**config.mk**
```make
export PLATFORM = sky130hd
export DESIGN_NAME = command_packet_framer_top
export DESIGN_NICKNAME = d
export VERILOG_FILES = /design/src/sv/cpf_pkg.sv /design/src/sv/cpf_builder.sv /design/src/sv/cpf_out_seq.sv /design/src/sv/command_packet_framer_top.sv
export SDC_FILE = /design/constraint.sdc
export NUM_CORES = 1
export LEC_CHECK = 0
export BUFFER_PORTS_ARGS = -buffer_cell sky130_fd_sc_hd__buf_4
export CORE_UTILIZATION = 40
export CTS_CLUSTER_SIZE = 8
export DETAILED_ROUTE_END_ITERATION = 8
export GPL_TIMING_DRIVEN = 0
export RECOVER_POWER = 25
export SLEW_MARGIN = 30
export SYNTH_ARGS = -nofsm -noshare
export SYNTH_HDL_FRONTEND = slang
export SYNTH_SLANG_ARGS = --single-unit
```
**constraint.sdc**
```tcl
create_clock -name clk -period 2 [get_ports clk]
set_input_delay 0.4 -clock clk [delete_from_list [all_inputs] [get_ports clk]]
set_output_delay 0.4 -clock clk [all_outputs]
set_load 0.02 [all_outputs]
```
**src/sv/cpf_pkg.sv**
```systemverilog
// Package: item types, burst type and framing constants of the command packet framer.
`default_nettype none
package cpf_pkg;

	localparam logic [7:0] HDR_BYTE       = 8'h55;
	localparam logic [7:0] FTR_BYTE       = 8'hAA;
	localparam logic [7:0] CONNECT_CODE   = 8'hDC;
	localparam logic [7:0] CONNECT_PREFIX = 8'h03;
	localparam int unsigned BURST_MAX     = 8;
	localparam int unsigned CNT_W         = $clog2(BURST_MAX + 1);

	typedef enum logic {
		KIND_START   = 1'b0,
		KIND_PAYLOAD = 1'b1
	} kind_t;

	typedef struct packed {
		logic       kind;
		logic [7:0] command;
		logic [7:0] length;
		logic [7:0] data_byte;
	} in_item_t;

	typedef struct packed {
		logic [7:0] out_byte;
		logic       frame_end;
		logic       last;
		logic       error;
	} out_item_t;

	typedef struct packed {
		logic [BURST_MAX-1:0][7:0] bytes;
		logic [CNT_W-1:0]          count;
		logic                      footer;
		logic                      error;
	} burst_t;

endpackage
`default_nettype wire

```
**src/sv/cpf_builder.sv**
```systemverilog
// Frame state and the combinational burst builder for one input item.
`default_nettype none
module cpf_builder
	import cpf_pkg::*;
#(
	parameter int unsigned MAX_PAYLOAD = 249
) (
	input  wire logic     clk,
	input  wire logic     arst_n,
	input  wire logic     fire,
	input  wire in_item_t item,
	output burst_t        burst
);

	localparam logic [7:0] MaxLen = 8'(MAX_PAYLOAD);

	logic       frame_open_q;
	logic [7:0] bytes_left_q;
	logic [7:0] running_xor_q;

	logic       nxt_open;
	logic [7:0] nxt_left;
	logic [7:0] nxt_xor;

	logic [6:0][7:0] hdr;
	logic [7:0]      seed;
	logic [7:0]      chk_pay;
	logic            pre;

	always_comb begin
		seed    = item.command ^ item.length;
		chk_pay = running_xor_q ^ item.data_byte;
		pre     = (item.command == CONNECT_CODE);
		hdr[0]  = HDR_BYTE;
		hdr[1]  = HDR_BYTE;
		hdr[2]  = item.command;
		hdr[3]  = item.length;
		hdr[4]  = seed;
		hdr[5]  = FTR_BYTE;
		hdr[6]  = FTR_BYTE;

		burst    = '0;
		nxt_open = frame_open_q;
		nxt_left = bytes_left_q;
		nxt_xor  = running_xor_q;

		if (item.kind == KIND_START) begin
			if (frame_open_q || (item.length > MaxLen)) begin
				burst.count = CNT_W'(1);
				burst.error = 1'b1;
			end else begin
				nxt_xor = seed;
				if (pre) begin
					burst.bytes[0] = CONNECT_PREFIX;
					for (int i = 0; i < 7; i++) burst.bytes[i+1] = hdr[i];
				end else begin
					for (int i = 0; i < 7; i++) burst.bytes[i] = hdr[i];
				end
				if (item.length == 8'd0) begin
					burst.count  = CNT_W'(pre ? 8 : 7);
					burst.footer = 1'b1;
				end else begin
					burst.count = CNT_W'(pre ? 5 : 4);
					nxt_open    = 1'b1;
					nxt_left    = item.length;
				end
			end
		end else begin
			if (!frame_open_q) begin
				burst.count = CNT_W'(1);
				burst.error = 1'b1;
			end else begin
				burst.bytes[0] = item.data_byte;
				burst.bytes[1] = chk_pay;
				burst.bytes[2] = FTR_BYTE;
				burst.bytes[3] = FTR_BYTE;
				nxt_xor        = chk_pay;
				nxt_left       = bytes_left_q - 8'd1;
				if (bytes_left_q == 8'd1) begin
					burst.count  = CNT_W'(4);
					burst.footer = 1'b1;
					nxt_open     = 1'b0;
				end else begin
					burst.count = CNT_W'(1);
				end
			end
		end
	end

	always_ff @(posedge clk or negedge arst_n) begin
		if (!arst_n) begin
			frame_open_q  <= 1'b0;
			bytes_left_q  <= 8'd0;
			running_xor_q <= 8'd0;
		end else if (fire) begin
			frame_open_q  <= nxt_open;
			bytes_left_q  <= nxt_left;
			running_xor_q <= nxt_xor;
		end
	end

endmodule
`default_nettype wire

```
**src/sv/cpf_out_seq.sv**
```systemverilog
// Result register: holds one burst; shifts out one item per cycle while ready.
`default_nettype none
module cpf_out_seq
	import cpf_pkg::*;
(
	input  wire logic      clk,
	input  wire logic      arst_n,
	input  wire logic      load,
	input  wire burst_t    burst,
	output logic           can_load,
	output logic           valid,
	input  wire logic      ready,
	output out_item_t      item
);

	logic [BURST_MAX-1:0][7:0] bytes_q;
	logic [CNT_W-1:0]          rem_q;
	logic                      footer_q;
	logic                      error_q;
	logic                      valid_q;
	logic                      is_last;

	assign is_last  = (rem_q == CNT_W'(1));
	assign can_load = !valid_q || (ready && is_last);
	assign valid    = valid_q;

	always_comb begin
		item.out_byte  = bytes_q[0];
		item.last      = is_last;
		item.frame_end = is_last && footer_q;
		item.error     = error_q;
	end

	always_ff @(posedge clk or negedge arst_n) begin
		if (!arst_n) begin
			valid_q <= 1'b0;
			rem_q   <= '0;
		end else if (load) begin
			valid_q <= 1'b1;
			rem_q   <= burst.count;
		end else if (valid_q && ready) begin
			rem_q <= rem_q - CNT_W'(1);
			if (is_last) valid_q <= 1'b0;
		end
	end

	always_ff @(posedge clk) begin
		if (load) begin
			bytes_q  <= burst.bytes;
			footer_q <= burst.footer;
			error_q  <= burst.error;
		end else if (valid_q && ready) begin
			for (int i = 0; i < BURST_MAX - 1; i++) bytes_q[i] <= bytes_q[i+1];
			bytes_q[BURST_MAX-1] <= 8'd0;
		end
	end

endmodule
`default_nettype wire

```
**src/sv/command_packet_framer_top.sv**
```systemverilog
// Top level of the command packet framer.
//
// Input channel (in_valid/in_ready/in_item): start items carry command and
// length, payload items carry one data byte. Output channel
// (out_valid/out_ready/out_item) delivers the framed byte stream, one byte
// per item, with last marking the final byte caused by an input item.
// Each accepted input item is turned into a burst of 1 to 8 bytes in the
// same cycle and lands in the result register; the first byte is visible
// in the cycle after acceptance. The result register drains one byte per
// cycle while out_ready is high, and a new input item is accepted in the
// cycle the last byte of the current burst is taken, so a payload byte in
// mid-frame sustains one item per cycle. A start item yields 4 to 8 bytes,
// a frame-closing payload byte 4, an error item 1. Throughput is set by the
// single result register. When the receiver stalls, the current byte holds
// and in_ready stays low until the burst's last byte is taken. Reset clears
// the frame state and the result register; no item is pending afterwards.
`default_nettype none
module command_packet_framer_top
	import cpf_pkg::*;
#(
	parameter int unsigned MAX_PAYLOAD = 249
) (
	input  wire logic      clk,
	input  wire logic      arst_n,
	input  wire logic      in_valid,
	output logic           in_ready,
	input  wire in_item_t  in_item,
	output logic           out_valid,
	input  wire logic      out_ready,
	output out_item_t      out_item
);

	burst_t burst;
	logic   fire;

	assign fire = in_valid && in_ready;

	cpf_builder #(
		.MAX_PAYLOAD(MAX_PAYLOAD)
	) u_builder (
		.clk   (clk),
		.arst_n(arst_n),
		.fire  (fire),
		.item  (in_item),
		.burst (burst)
	);

	cpf_out_seq u_out_seq (
		.clk     (clk),
		.arst_n  (arst_n),
		.load    (fire),
		.burst   (burst),
		.can_load(in_ready),
		.valid   (out_valid),
		.ready   (out_ready),
		.item    (out_item)
	);

endmodule
`default_nettype wire

```
==> impl_metrics.tcl <==
set metrics [dict create \
    grt_max_degree 59 \
    yosysSeqAreaShare_pct 50.9 \
    synth_edf_count 52 \
    power_switching_share_pct 32.6 \
    report.final.slew_viol_count 0 \
    cap_viol_max_count 0 \
    routabilityCongestion 0.867 \
    worst-r2r-setup-slack_ns 0.09 \
    global_route.overflow_total 0 \
    yosysUniqueCellTypes 56 \
    hold_path.class "in2reg" \
    placement.io_buffers 37 \
    power.share.sequential_pct 45.9 \
    grt_util_all_layers_pct 21.9 \
    drcViolationCount 0 \
    finalCritPeriodShare_pct 95.9 \
    final_core_util_pct 49.2 \
    clkTransAtPathRegs_ns 0.08 \
    floorplan.initialDensity_pct 41.9 \
    fin_crit_ns 1.92 \
    clock_sink_count 74 \
    core_area_sq_um 9910 \
    cts_htree_levels 3 \
    clock_tree.buffer_depth 2 \
    max_freq_mhz 522 \
    power.static_leakage_nw 1.92 \
    grt_setup_unrepaired "false" \
    total_power_mw 5.16 \
    cts_tree "done" \
    final_cells 604 \
    cp_max_fo 5 \
    post_synth_instance_area_sq_um 4150 \
    die_area_sq_um 10800 \
    worst_setup_path_start_kind "flip-flop" \
    critPathCaptureType "output pin" \
    detailedRoute.firstIterationViolations 222 \
    num_io_pins 42 \
    drt_wl_total_mm 11.4 \
    cp_data_required_time_ns 1.60 \
    clock_insertion_delay_worst_skew_ns 0.36 \
    dpl.cell_count 586 \
    setup-violations-final 0 \
    synth.net_count 451 \
    cp_data_arrival_time_ns 1.52 \
    slew-limit-headroom_pct 49.1 \
    detailedPlacementHpwl_mm 7.76 \
    clock_power_share_pct 24.7 \
    synth-warning-count 0 \
    worstSetupPathType "reg2out" \
    route.detailed.wl_per_inst_um 18.8 \
    synth-async-reset-ratio_pct 29.7 \
    vias 3426 \
    yosys_register_bits 74 \
    final.setup.worst_slack_ns 0.0825 \
    hold_viol_final 0 \
    placement.cell_area_sq_um 4600 \
    grt_pass1_vias 3294 \
    1st_pass_router_iterations 4 \
    outcome "complete, no violations" \
    grt_first_pass_wirelength_mm 18.1 \
    post_route_cells_drive_above_1_share_pct 21.7 \
    antenna_violations_before_repair 0 \
    clock-skew-final_ns 0.0133 \
    floorplan.die.width_um 104 \
    switching_power_mw 1.68 \
    final.fill_count 962 \
    routed_via_density 5.67 \
    finish.instance_area_sq_um 4880 \
    tightestPinTransition_ns 0.763 \
    p_per_area_nw_per_um2 1060 \
    preCtsSetupSlack_ns -0.365 \
    fin_nets 501 \
    post_route_worst_hold_slack_ns 0.254 \
    num_rows 36 \
    postRouteAntennaNets 0 \
    synthToLayoutAreaGrowth_pct 17.5 \
    synth_ff_type "sky130_fd_sc_hd__edfxtp_1" \
    cts_root_buffer "sky130_fd_sc_hd__clkbuf_8" \
    floorplan.die.height_um 104 \
    diodes 0 \
    power_frac_comb_pct 29.3 \
    synth.avg_cell_area_sq_um 9.98 \
    cell_internal_pwr_mw 3.48 \
    netlist_instances 416 \
    cts_inserted_buffers 9 \
    worst_ir_drop_vdd_v 0.000790 \
    fin_setup_tns_ns 0 \
]
## registers in the layout, summed over array words and instances (netlist names)
register,cells
u_out_seq.item,8
u_out_seq.error_q,1
u_out_seq.valid,1
u_out_seq.footer_q,1
u_builder.bytes_left_q,8
u_out_seq.bytes_q,42
u_out_seq.rem_q,4
u_builder.running_xor_q,8
u_builder.frame_open_q,1
## per-layer routing
layer / part of all wire, % / up-vias / GRT usage [%] / wire length, um
met5: 0 / - / 0 / 0
met4: 1.7 / 0 / 8.06 / 189
met3: 5.9 / 13 / 4.45 / 669
met2: 46 / 134 / 34.0 / 5260
met1: 46 / 1662 / 30.3 / 5250
li1: - / 1617 / - / -
## placed cells by master (no fill, tap or decap), drive strengths merged, types with 3 or more instances in the layout
master	n
xnor2	12
xor2	10
ha	6
buf	58
nand2	50
o21ai	45
dfrtp	22
a221oi	11
inv	16
a21oi	24
a211oi	4
nor3	6
clkbuf	30
a211o	3
or2	9
o211ai	3
nand3	16
o31ai	13
and2	5
a22o	4
nor3b	3
nor2	27
a32oi	4
edfxtp	52
## cells in the mapped netlist, drive strengths merged, types with 2 or more instances
library cell	number	area share, %
and2	5	0.75
edfxtp	52	38
a32oi	4	0.84
o221ai	2	0.42
xor2	10	2.1
nor3b	3	0.66
or4	2	0.45
nand2b	2	0.30
o211ai	3	0.54
nor4	2	0.45
nand4bb	2	0.54
a211oi	4	0.72
nor3	6	0.72
buf	30	4.4
a221oi	11	2.3
nand3	16	1.9
xnor2	12	2.5
a22o	4	0.84
nand2	50	4.5
o31ai	13	2.4
a211o	3	0.63
or2	9	1.4
nor2	27	2.6
ha	6	1.8
o22ai	2	0.30
dfrtp	22	13
nand4	2	0.30
inv	16	1.4
clkbuf	9	0.81
o21ai	45	5.5
nand3b	2	0.36
a21oi	24	3.0
and4b	2	0.48
and3	2	0.30
a221o	2	0.48
## worst paths after layout
| path | start | end | depth (start not counted) |
|---|---|---|---|
| max reg2reg | u_out_seq.rem_q[1] | u_out_seq.bytes_q[10] | 8 |
| min reg2reg | u_out_seq.bytes_q[11] | u_out_seq.item[6] | 2 |
| max in group asynchronous | arst_n | u_builder.running_xor_q[1] | 2 |
| min in group asynchronous | arst_n | u_builder.running_xor_q[4] | 2 |
| min | in_valid | u_out_seq.valid | 2 |
| max | u_out_seq.rem_q[0] | in_ready | 5 |
## critical path: stages (launching register included)
cell and delay [ns]:
sky130_fd_sc_hd__dfrtp_1 0.44, sky130_fd_sc_hd__ha_1 0.23, sky130_fd_sc_hd__nand4bb_1 0.13, sky130_fd_sc_hd__clkbuf_4 0.15, sky130_fd_sc_hd__nand2_1 0.06, sky130_fd_sc_hd__buf_4 0.17
## cells by family (layout without fill, tap and decap cells)
kind of cell,count (synthesis),count (layout),synth area share (%)
fa+ha+maj,6,6,1.81
compound gates,125,125,19.8
xor+xnor,22,22,4.64
flops,74,74,50.9
buf+inv,55,110,6.66
simple gates,133,133,16.0
mux,1,1,0.271
## power groups by stage
stage	logic, mW	registers (mW)	clock network [mW]
after floorplan	1.07	2.34	0
after global placement	1.47	2.39	0
after detailed placement	1.50	2.40	0
after CTS	1.53	2.36	1.30
after global routing	1.68	2.42	1.36
final	1.51	2.37	1.28
## final cells by class
cell class                 count  area (sq um)  share of cell area [%]
inverter                      16          60.1                    1.23
buffer                        36           243                    4.98
sequential                    74          2110                    43.3
multi-input combinational    287          1810                    37.0
clock inverter                 5          80.1                    1.64
timing repair buffer          42           278                    5.70
tap                          133           166                    3.41
clock buffer                  11           131                    2.69
## repair_timing
action | 4_1_cts | 5_1_grt
endpoints found under the setup margin | 63 | 53
pin swaps | 1 | 2
resized for setup | 12 | 21
endpoints found under the hold margin | 22 | 0
hold buffers | 1 | 0
setup buffers | 0 | 4
(Power assumes the default switching activity.)
